## config.mk

```make
export PLATFORM = sky130hd
export DESIGN_NAME = reed_tachometer_rpm
export DESIGN_NICKNAME = d
export VERILOG_FILES = /design/src/hdl/rtr_pkg.sv /design/src/hdl/reed_tachometer_rpm.sv
export SDC_FILE = /design/constraint.sdc
export NUM_CORES = 1
export LEC_CHECK = 0
export BUFFER_PORTS_ARGS = -buffer_cell sky130_fd_sc_hd__buf_4
export CAP_MARGIN = 5
export CORE_MARGIN = 8
export CORE_UTILIZATION = 60
export DETAILED_ROUTE_END_ITERATION = 12
export PLACE_DENSITY = 0.75
export SLEW_MARGIN = 15
export SYNTH_ARGS = -nofsm -noshare
export SYNTH_HDL_FRONTEND = slang
export SYNTH_SLANG_ARGS = --single-unit
```

## constraint.sdc

```tcl
create_clock -name clk_i -period 5.6 [get_ports clk_i]
set_clock_uncertainty 0.2 [all_clocks]
set_input_delay 0.28 -clock clk_i [delete_from_list [all_inputs] [get_ports clk_i]]
set_output_delay 0.28 -clock clk_i [all_outputs]
set_load 0.01 [all_outputs]
```

## src/hdl/rtr_pkg.sv

```systemverilog
`default_nettype none

package rtr_pkg;

  typedef struct packed {
    logic        func;
    logic [31:0] now_us;
  } in_t;

  typedef struct packed {
    logic        edge_accepted;
    logic [31:0] rpm;
    logic [31:0] distance_total;
  } out_t;

  localparam logic [1:0] RegReedEnabled     = 2'd0;
  localparam logic [1:0] RegBeltStepDistance = 2'd1;
  localparam logic [1:0] RegMinGapUs        = 2'd2;
  localparam logic [1:0] RegStallLimitUs    = 2'd3;

  localparam logic        FuncEdge = 1'b0;
  localparam logic        FuncRead = 1'b1;

  localparam logic        ReedEnabledReset   = 1'b1;
  localparam logic [15:0] BeltStepReset      = 16'd0;
  localparam logic [15:0] MinGapReset        = 16'd300;
  localparam logic [31:0] StallLimitReset    = 32'd1000000;
  localparam logic [31:0] RpmNumerator       = 32'd60000000;
  localparam logic [31:0] RpmSaturated       = 32'hFFFF_FFFF;
  localparam logic [15:0] RevCountMax        = 16'hFFFF;

endpackage

`default_nettype wire

```

## src/hdl/reed_tachometer_rpm.sv

```systemverilog
// channel | dir | handshake             | beat
// in      | in  | in_valid_i/in_ready_o | rtr_pkg::in_t  (func, now_us)
// out     | out | out_valid_o/out_ready_i | rtr_pkg::out_t (edge_accepted, rpm, distance_total)
// cfg     | in  | cfg_valid_i/cfg_ready_o | cfg_index_i, cfg_data_i
//
// an edge beat runs a bit-serial pass (gap subtract, three compares, two adds),
// then a commit state and a result state; a read beat runs up to two 32-step
// restoring divisions on one shared divider; a read with no revolutions or sensor
// disabled goes straight to the result state; one beat is in work at a time; the
// output register lets the next beat in while a result waits; reset is asynchronous,
// clears counters and control state and sets config registers to reset values
`default_nettype none

module reed_tachometer_rpm (
  input  wire logic          clk_i,
  input  wire logic          rst_ni,
  input  wire logic          in_valid_i,
  output logic               in_ready_o,
  input  wire rtr_pkg::in_t  in_data_i,
  output logic               out_valid_o,
  input  wire logic          out_ready_i,
  output rtr_pkg::out_t      out_data_o,
  input  wire logic          cfg_valid_i,
  output logic               cfg_ready_o,
  input  wire logic [1:0]    cfg_index_i,
  input  wire logic [31:0]   cfg_data_i
);

  localparam logic [2:0] StIdle = 3'd0;
  localparam logic [2:0] StEdge = 3'd1;
  localparam logic [2:0] StEfin = 3'd2;
  localparam logic [2:0] StDiv1 = 3'd3;
  localparam logic [2:0] StDmid = 3'd4;
  localparam logic [2:0] StDiv2 = 3'd5;
  localparam logic [2:0] StDfin = 3'd6;
  localparam logic [2:0] StDone = 3'd7;

  logic [2:0]  state_q;
  logic [4:0]  bit_q;

  logic        reed_en_q;
  logic [15:0] belt_step_q;
  logic [15:0] min_gap_q;
  logic [31:0] stall_q;

  logic [31:0] start_q;
  logic [31:0] last_period_q;
  logic [31:0] sum_q;
  logic [15:0] rev_q;
  logic [31:0] dist_q;

  logic [31:0] now_q;
  logic [31:0] gap_q;
  logic [31:0] nsum_q;
  logic [31:0] ndist_q;
  logic        borrow_q, lt_q, gts_q, gth_q, csum_q, cdist_q;

  logic [31:0] num_q;
  logic [31:0] rem_q;
  logic [31:0] dvs_q;

  logic        res_acc_q;
  logic [31:0] res_rpm_q;

  logic        out_valid_q;
  rtr_pkg::out_t out_q;

  logic        in_fire;
  logic [31:0] min_ext, half_lp, step_ext;
  logic        nb, sb, mb, stb, hb, ob, db, g;
  logic        borrow_d, lt_d, gts_d, gth_d, csum_d, cdist_d;
  logic [32:0] rem_sh;
  logic [33:0] diff;
  logic        qbit;

  assign in_ready_o  = (state_q == StIdle);
  assign in_fire     = in_valid_i && in_ready_o;
  assign cfg_ready_o = 1'b1;
  assign out_valid_o = out_valid_q;
  assign out_data_o  = out_q;

  // bit-serial edge datapath, lsb first
  assign min_ext  = {16'd0, min_gap_q};
  assign half_lp  = {1'b0, last_period_q[31:1]};
  assign step_ext = {16'd0, belt_step_q};

  always_comb begin
    nb = now_q[bit_q];
    sb = start_q[bit_q];
    mb = min_ext[bit_q];
    stb = stall_q[bit_q];
    hb = half_lp[bit_q];
    ob = sum_q[bit_q];
    db = dist_q[bit_q];
    g = nb ^ sb ^ borrow_q;
    borrow_d = (~nb & sb) | (~(nb ^ sb) & borrow_q);
    lt_d  = (~g & mb) | (~(g ^ mb) & lt_q);
    gts_d = (g & ~stb) | (~(g ^ stb) & gts_q);
    gth_d = (g & ~hb) | (~(g ^ hb) & gth_q);
    csum_d  = (ob & g) | (ob & csum_q) | (g & csum_q);
    cdist_d = (db & step_ext[bit_q]) | (db & cdist_q) | (step_ext[bit_q] & cdist_q);
  end

  // shared restoring divider step
  always_comb begin
    rem_sh = {rem_q, num_q[31]};
    diff   = {1'b0, rem_sh} - {2'b00, dvs_q};
    qbit   = ~diff[33];
  end

  always_ff @(posedge clk_i or negedge rst_ni) begin
    if (!rst_ni) begin
      reed_en_q   <= rtr_pkg::ReedEnabledReset;
      belt_step_q <= rtr_pkg::BeltStepReset;
      min_gap_q   <= rtr_pkg::MinGapReset;
      stall_q     <= rtr_pkg::StallLimitReset;
    end else if (cfg_valid_i) begin
      case (cfg_index_i)
        rtr_pkg::RegReedEnabled:      reed_en_q   <= cfg_data_i[0];
        rtr_pkg::RegBeltStepDistance: belt_step_q <= cfg_data_i[15:0];
        rtr_pkg::RegMinGapUs:         min_gap_q   <= cfg_data_i[15:0];
        rtr_pkg::RegStallLimitUs:     stall_q     <= cfg_data_i;
        default: ;
      endcase
    end
  end

  always_ff @(posedge clk_i or negedge rst_ni) begin
    if (!rst_ni) begin
      state_q       <= StIdle;
      bit_q         <= '0;
      start_q       <= '0;
      last_period_q <= '0;
      sum_q         <= '0;
      rev_q         <= '0;
      dist_q        <= '0;
      out_valid_q   <= 1'b0;
      borrow_q      <= 1'b0;
      lt_q          <= 1'b0;
      gts_q         <= 1'b0;
      gth_q         <= 1'b0;
      csum_q        <= 1'b0;
      cdist_q       <= 1'b0;
      res_acc_q     <= 1'b0;
    end else begin
      if (out_valid_q && out_ready_i && (state_q != StDone)) begin
        out_valid_q <= 1'b0;
      end
      case (state_q)
        StIdle: begin
          if (in_fire) begin
            bit_q     <= '0;
            res_acc_q <= 1'b0;
            res_rpm_q <= '0;
            if (in_data_i.func == rtr_pkg::FuncEdge) begin
              now_q    <= in_data_i.now_us;
              borrow_q <= 1'b0;
              lt_q     <= 1'b0;
              gts_q    <= 1'b0;
              gth_q    <= 1'b0;
              csum_q   <= 1'b0;
              cdist_q  <= 1'b0;
              state_q  <= StEdge;
            end else if (reed_en_q && (rev_q != 16'd0)) begin
              num_q   <= sum_q;
              dvs_q   <= {16'd0, rev_q};
              rem_q   <= '0;
              state_q <= StDiv1;
            end else begin
              state_q <= StDone;
            end
          end
        end
        StEdge: begin
          borrow_q <= borrow_d;
          lt_q     <= lt_d;
          gts_q    <= gts_d;
          gth_q    <= gth_d;
          csum_q   <= csum_d;
          cdist_q  <= cdist_d;
          gap_q    <= {g, gap_q[31:1]};
          nsum_q   <= {ob ^ g ^ csum_q, nsum_q[31:1]};
          ndist_q  <= {db ^ step_ext[bit_q] ^ cdist_q, ndist_q[31:1]};
          bit_q    <= bit_q + 5'd1;
          if (bit_q == 5'd31) begin
            state_q <= StEfin;
          end
        end
        StEfin: begin
          if (!lt_q) begin
            if (gts_q) begin
              start_q       <= now_q;
              last_period_q <= '0;
            end else if (gth_q) begin
              start_q       <= now_q;
              last_period_q <= gap_q;
              if (rev_q != rtr_pkg::RevCountMax) begin
                rev_q <= rev_q + 16'd1;
              end
              sum_q     <= csum_q ? rtr_pkg::RpmSaturated : nsum_q;
              dist_q    <= ndist_q;
              res_acc_q <= 1'b1;
            end
          end
          state_q <= StDone;
        end
        StDiv1, StDiv2: begin
          num_q <= {num_q[30:0], qbit};
          rem_q <= qbit ? diff[31:0] : rem_sh[31:0];
          bit_q <= bit_q + 5'd1;
          if (bit_q == 5'd31) begin
            state_q <= (state_q == StDiv1) ? StDmid : StDfin;
          end
        end
        StDmid: begin
          if (num_q == 32'd0) begin
            res_rpm_q <= rtr_pkg::RpmSaturated;
            rev_q     <= '0;
            sum_q     <= '0;
            state_q   <= StDone;
          end else begin
            dvs_q   <= num_q;
            num_q   <= rtr_pkg::RpmNumerator;
            rem_q   <= '0;
            bit_q   <= '0;
            state_q <= StDiv2;
          end
        end
        StDfin: begin
          res_rpm_q <= num_q;
          rev_q     <= '0;
          sum_q     <= '0;
          state_q   <= StDone;
        end
        StDone: begin
          if (!out_valid_q || out_ready_i) begin
            out_q.edge_accepted  <= res_acc_q;
            out_q.rpm            <= res_rpm_q;
            out_q.distance_total <= dist_q;
            out_valid_q          <= 1'b1;
            state_q              <= StIdle;
          end
        end
        default: begin
          state_q <= StIdle;
        end
      endcase
    end
  end

endmodule

`default_nettype wire

```

### Word level (Yosys, flattened, before mapping)

Cells that the tools add are included.

| storage, ports and cells | value |
|---|---|
| flip-flop bits (word level) | 546 |
| input port bits | 72 |
| output and inout port bits | 68 |
| word-level logic and storage cells | 221 |

| cells by class | value |
|---|---|
| eq/ne operators | 26 |
| multiplexer cells | 79 |
| $lt $le $gt $ge | 1 |
| reductions and logical operators | 39 |
| add/sub/neg operators | 3 |
| bitwise gates (word level) | 43 |

Operators with widths:

| kind | count |
|---|---|
| $mux 32 | 24 |
| $pmux 32 s3 | 4 |
| $mux 16 | 5 |
| $pmux 32 s2 | 1 |
| $pmux 16 s3 | 1 |
| $bmux 1 s5 | 8 |
| $sub 33x32->34 | 1 |
| $logic_not 32->1 | 1 |
| $ne 2x2->1 const B | 10 |
| $mux 3 | 6 |
| $pmux 3 s6 | 1 |
| $reduce_and 6->1 | 3 |
| $mux 1 | 17 |
| $add 16x1->16 const B | 1 |
| $ne 16x16->1 const B | 1 |
| $reduce_and 4->1 | 4 |
| $reduce_bool 16->1 | 1 |
| $pmux 5 s3 | 1 |
| $and 1x1->1 | 14 |
| $pmux 1 s2 | 7 |
| $eq 3x3->1 const B | 4 |
| $not 1->1 | 12 |
| $reduce_and 3->1 | 4 |
| $reduce_bool 3->1 | 4 |
| 23 further kinds | 56 |

### Longest topological paths before layout

| depth | value |
|---|---|
| word-level depth | 9 |
| gate-level depth with buffers | 13 |
| depth with buffers taken out | 12 |

### Worst setup path before layout

OpenSTA, ideal clock, no wires.

| path | value |
|---|---|
| path kind | register -> register |
| start | register state_q[2] |
| end | register num_q[0], enable pin |
| library setup time | 0.507 ns |
| path buffers | 2 |
| arrival | 4.447 ns |
| data required time | 4.893 ns |
| slack | 0.445 ns |
| period minus slack after synthesis | 5.155 ns |
| cell stages (with the launch flop) | 8 |
| cells stage by stage | dfrtp_1 > clkbuf_1 > clkbuf_1 > nor2_1 > a21boi_0 > a21oi_1 > nand3_1 > a21oi_1 |

| between the ends | value |
|---|---|
| word-level cells in the longest chain between the ends | 4 |
| elaborated cells between the ends (all ways) | 12 |
| classes of those cells | 7 x eq/ne; 5 x reduce/logical |

RTL lines:

| element | line | source |
|---|---|---|
| from (decl) | reed_tachometer_rpm.sv:38 | `logic [2:0] state_q;` |
| from (signal assigned) | reed_tachometer_rpm.sv:130 | `state_q <= StIdle;` |
| from (signal assigned) | reed_tachometer_rpm.sv:163 | `state_q <= StEdge;` |
| from (signal assigned) | reed_tachometer_rpm.sv:168 | `state_q <= StDiv1;` |
| $logic_not 3->1 * | reed_tachometer_rpm.sv:76 | `assign in_ready_o = (state_q == StIdle);` |
| net in_ready_o | reed_tachometer_rpm.sv:18 | `output logic in_ready_o,` |
| $logic_and 1x1->1 | reed_tachometer_rpm.sv:77 | `assign in_fire = in_valid_i && in_ready_o;` |
| $ne 2x1->1 (no source line) | n/a |  |
| $reduce_and 6->1 (no source line) * | n/a |  |
| to (signal assigned) | reed_tachometer_rpm.sv:165 | `num_q <= sum_q;` |
| to (signal assigned) | reed_tachometer_rpm.sv:208 | `num_q <= {num_q[30:0], qbit};` |
| to (signal assigned) | reed_tachometer_rpm.sv:223 | `num_q <= rtr_pkg::RpmNumerator;` |
| to (decl) | reed_tachometer_rpm.sv:58 | `logic [31:0] num_q;` |

The timed path passes the listed nets; every way through them passes the cells marked *.
A chain may end at the register's enable or synchronous reset.

### Final worst setup path

| path | value |
|---|---|
| start | register bit_q[0] |
| end | register ndist_q[31] (data pin) |

| between the ends | value |
|---|---|
| word-level cells in the longest chain between the ends | 4 |
| elaborated cells between the ends (all ways) | 6 |
| classes of those cells | 4 x mux; 2 x bitwise |

RTL lines:

| element | line | source |
|---|---|---|
| from (decl) | reed_tachometer_rpm.sv:39 | `logic [4:0] bit_q;` |
| from (signal assigned) | reed_tachometer_rpm.sv:184 | `bit_q <= bit_q + 5'd1;` |
| from (signal assigned) | reed_tachometer_rpm.sv:210 | `bit_q <= bit_q + 5'd1;` |
| $bmux 1 s5, on equally long branches | reed_tachometer_rpm.sv:94, reed_tachometer_rpm.sv:183 |  |
| $mux 1, on equally long branches | reed_tachometer_rpm.sv:94, reed_tachometer_rpm.sv:183 |  |
| $xor 1x1->1 * (2 in a row) | reed_tachometer_rpm.sv:183 | `ndist_q <= {db ^ step_ext[bit_q] ^ cdist_q, ndist_q[31:1]};` |
| to (signal assigned) | reed_tachometer_rpm.sv:183 |  |
| to (decl) | reed_tachometer_rpm.sv:55 | `logic [31:0] ndist_q;` |

Every way passes the cells marked *; elsewhere a longest branch is shown, timed or not. The select of a mux whose other input is x is not followed.

==> summary.md <==
| Metric | Value |
|---|---|
| Measured slew at the worst slew-check pin | 1.14 ns |
| Worst-path fanout max | 37 |
| Seq/Total Area, Yosys | 0.644 |
| Max-cap violations | 0 |
| Post-detailed-routing wire length | 52,300 um |
| Net count after synthesis | 1,805 |
| Crit Path Class | reg2reg |
| Flop2flop setup slack | 1.80 ns |
| Top-level port count | 140 |
| Final WS setup | 1.80 ns |
| Biggest cell delay along the critical path | 0.72 ns |
| Hpwl dp | 32,900 um |
| Number of cells in the finished layout apart from fillers | 2,438 |
| Leakage component of the power | 10.8 nW |
| Highest clock rate | 263 MHz |
| Top Family by Delay on Critical Path | multiplexers |
| Total via count after detailed routing | 14,700 |
| Initial Util | 0.609 |
| Netlist area before placement | 23,700 sq um |
| Share of final-layout standard cells stronger than drive strength 1 | 0.256 |
| Critical path launch point | bit_q[0] |
| Number of buffers added for setup after CTS | 0 |
| Levels on crit path | 5 |
| Placed Instance Area | 25,100 sq um |
| Placed instance count | 2,264 |
| CP most frequent cell | mux4_2 |
| Mean instance size in the synthesized netlist | 14.0 sq um |
| Worst endpoint data arrival time | 3.94 ns |
| # H-tree levels | 2 |
| Total of fill cells in the finished design | 2,521 |
| Slew HR | 0.234 |
| Avg Vias per Cell | 6.03 |
| Number of DRC violations after detailed routing | 0 |
| Category of the worst setup path launch point | register |
| Number of failing hold endpoints at the final stage | 0 |
| Antenna viol nets, final | 0 |
| Layout overhead on the synthesized area | 17.0% |
| Mean routed wirelength per cell | 21.4 um |
| Clk root buf | clkbuf_16 |
| Number of synthesis warnings | 0 |
| Shortest clock period the worst path allows after layout | 3.80 ns |
| DP Worst Slack | 1.72 ns |
| Area of the core | 38,800 sq um |
| Async SR Flop Fraction | 0.412 |
| Timing endpoint of the critical path | ndist_q[31] |
| Hold bufs inserted after CTS | 70 |
| Initial antenna violation count | 2 |
| Floorplan die area | 46,000 sq um |
| Pwr Density | 550 nW/um^2 |
| Flip-flop cell with the highest count after synthesis | edfxtp_1 |
| Clock network latency to the later pin of the worst-skew pair | 0.61 ns |
| Maximum buffer depth of the clock tree | 3 |
| CP Cell Sequence | buf_4, mux4_2, mux4_2, mux2_2, fa_1 |
| Status | finished clean |
| Slowest cell on the critical path | dfrtp_4 |
| Final cell area excluding filler cells | 27,700 sq um |
| TritonCTS Buffers | 54 |
| Global-route wire length before repair | 84,600 um |
| Count of state elements after synthesis | 544 |
| Period utilisation layout | 0.678 |
| Number of sinks handled by clock tree synthesis | 544 |
| Number of enable-type register cells in the synthesized netlist | 320 |
| Max reg flops | 65 |
| Worst vdd rail ir drop | 0.294 mV |
| Combined buffer and inverter count along the critical path | 1 |
| Type of destination of the critical path | register |
| Global placement routability congestion | 0.899 |
| Most used cells in the layout excluding fill and tap cells | 320 x edfxtp_1, 210 x dfrtp_1, 167 x o21ai_0 |
| Pin count of the biggest net entering global routing | 97 |
| Worst R2R Path Depth | 5 |
| Horizontal extent of the die | 215 um |
| RR Startpoint | bit_q[0] |
| Leading cell type in the layout, fill and taps excluded | edfxtp_1 |
| Setup repair after global routing missed its margin | no |
| Final setup violation count | 0 |
| Layout Utilization | 0.713 |
| First DRT Iteration DRCs | 1,330 |
| Via count of the first global-routing pass | 15,100 |
| Register clock-pin slew on the reported worst setup and hold paths | 0.06 ns |
| Hold path cells | 3 |
| Type of the worst min-delay path | in2reg |
| First-pass DRT Iterations | 5 |
| Row cnt | 72 |
| Number of nets in the final layout | 1,988 |
| Data required time at the worst endpoint | 5.75 ns |
| Height of the die | 215 um |
| Post-cts sizing count | 0 |
| Total negative slack | 0 ns |
| TritonCTS clock tree | yes |
| End of the worst register-to-register path | ndist_q[31] |
| Port buffer count | 138 |
| Gate Count Post-Synth | 1,690 |
| Total Routing Usage GR | 0.227 |
| Final Max Slew Viols | 0 |
| Post-synth cell types | 74 |
| Grt total ovfl | 0 |
layer usage:
layer  share of wire  track usage
met1            0.42        0.314
met4           0.022       0.0656
met2            0.49        0.367
met3           0.067       0.0439
met5               0            0
where the power goes:
| group | switching, mW | internal (mW) | total (mW) |
|---|---|---|---|
| Clock | 1.53 | 2.18 | 3.71 |
| Combinational | 2.84 | 2.22 | 5.06 |
| Sequential | 0.786 | 5.66 | 6.44 |
| Total | 5.16 | 10.1 | 15.2 |
Yosys cell counts, types with 8 or more instances:
cell type | number | area, sq um
a22o_1 | 39 | 342
o21ai_1 | 12 | 60.1
a31oi_1 | 13 | 81.3
nand4_1 | 10 | 62.6
nor2_1 | 60 | 225
mux4_2 | 68 | 1530
nand3_1 | 34 | 170
inv_1 | 74 | 278
o21ai_0 | 167 | 836
dfstp_2 | 12 | 315
a21o_1 | 15 | 113
clkbuf_1 | 73 | 274
dfrtp_1 | 212 | 5310
a21oi_1 | 88 | 440
nor4_1 | 11 | 68.8
edfxtp_1 | 320 | 9610
nand2_1 | 134 | 503
a211oi_1 | 8 | 60.1
ha_1 | 39 | 488
buf_2 | 11 | 55.1
mux2_2 | 132 | 1490
xor2_1 | 9 | 78.8
nand2b_1 | 8 | 50.1
and3_1 | 11 | 68.8
xnor2_1 | 18 | 158
stage by stage:
step / power, mW / hold WS (ns)
after detailed placement: 11.5 / 0.156
after global routing: 16.1 / 0.0267
final: 15.2 / 0.0337
after floorplan: 10.0 / -0.216
after CTS: 15.3 / 0.0125
after global placement: 11.2 / 0.155
layout make-up:
type / instances / area (sq um) / area share
sequential: 544 / 15200 / 0.551
multi-input combinational: 971 / 7750 / 0.280
timing repair buffer: 228 / 1900 / 0.0687
clock buffer: 76 / 1560 / 0.0562
tap: 518 / 648 / 0.0234
clock inverter: 25 / 298 / 0.0108
inverter: 74 / 278 / 0.0100
antenna: 2 / 5.00 / 0.000181
cells by family after synthesis:
kind of cell / Yosys count / share of synthesized area
AOI/OAI and AO/OA: 385 / 0.0992
xor gates and xnor gates: 27 / 0.0100
adders and majority gates: 43 / 0.0240
buffers and inverters: 175 / 0.0305
DFF: 544 / 0.644
muxes: 206 / 0.130
other: 1 / 0.000159
and+or+nand+nor: 309 / 0.0621
tightest hold or removal path, stage by stage:
cell and delay, ns:
buf_4 0.13, nor3b_1 0.16, mux2_2 0.22
how the worst min path moves through the flow:
stage                 from             end  slack [ns]
2_1_floorplan       rst_ni  belt_step_q[0]       -0.22
3_3_place_gp        rst_ni      start_q[2]        0.16
3_5_place_dp        rst_ni      start_q[1]        0.16
4_1_cts        cfg_valid_i       reed_en_q        0.01
5_1_grt        cfg_valid_i       reed_en_q        0.03
6_report       cfg_valid_i       reed_en_q        0.03
Note: power is estimated with default switching activity, not from simulation.
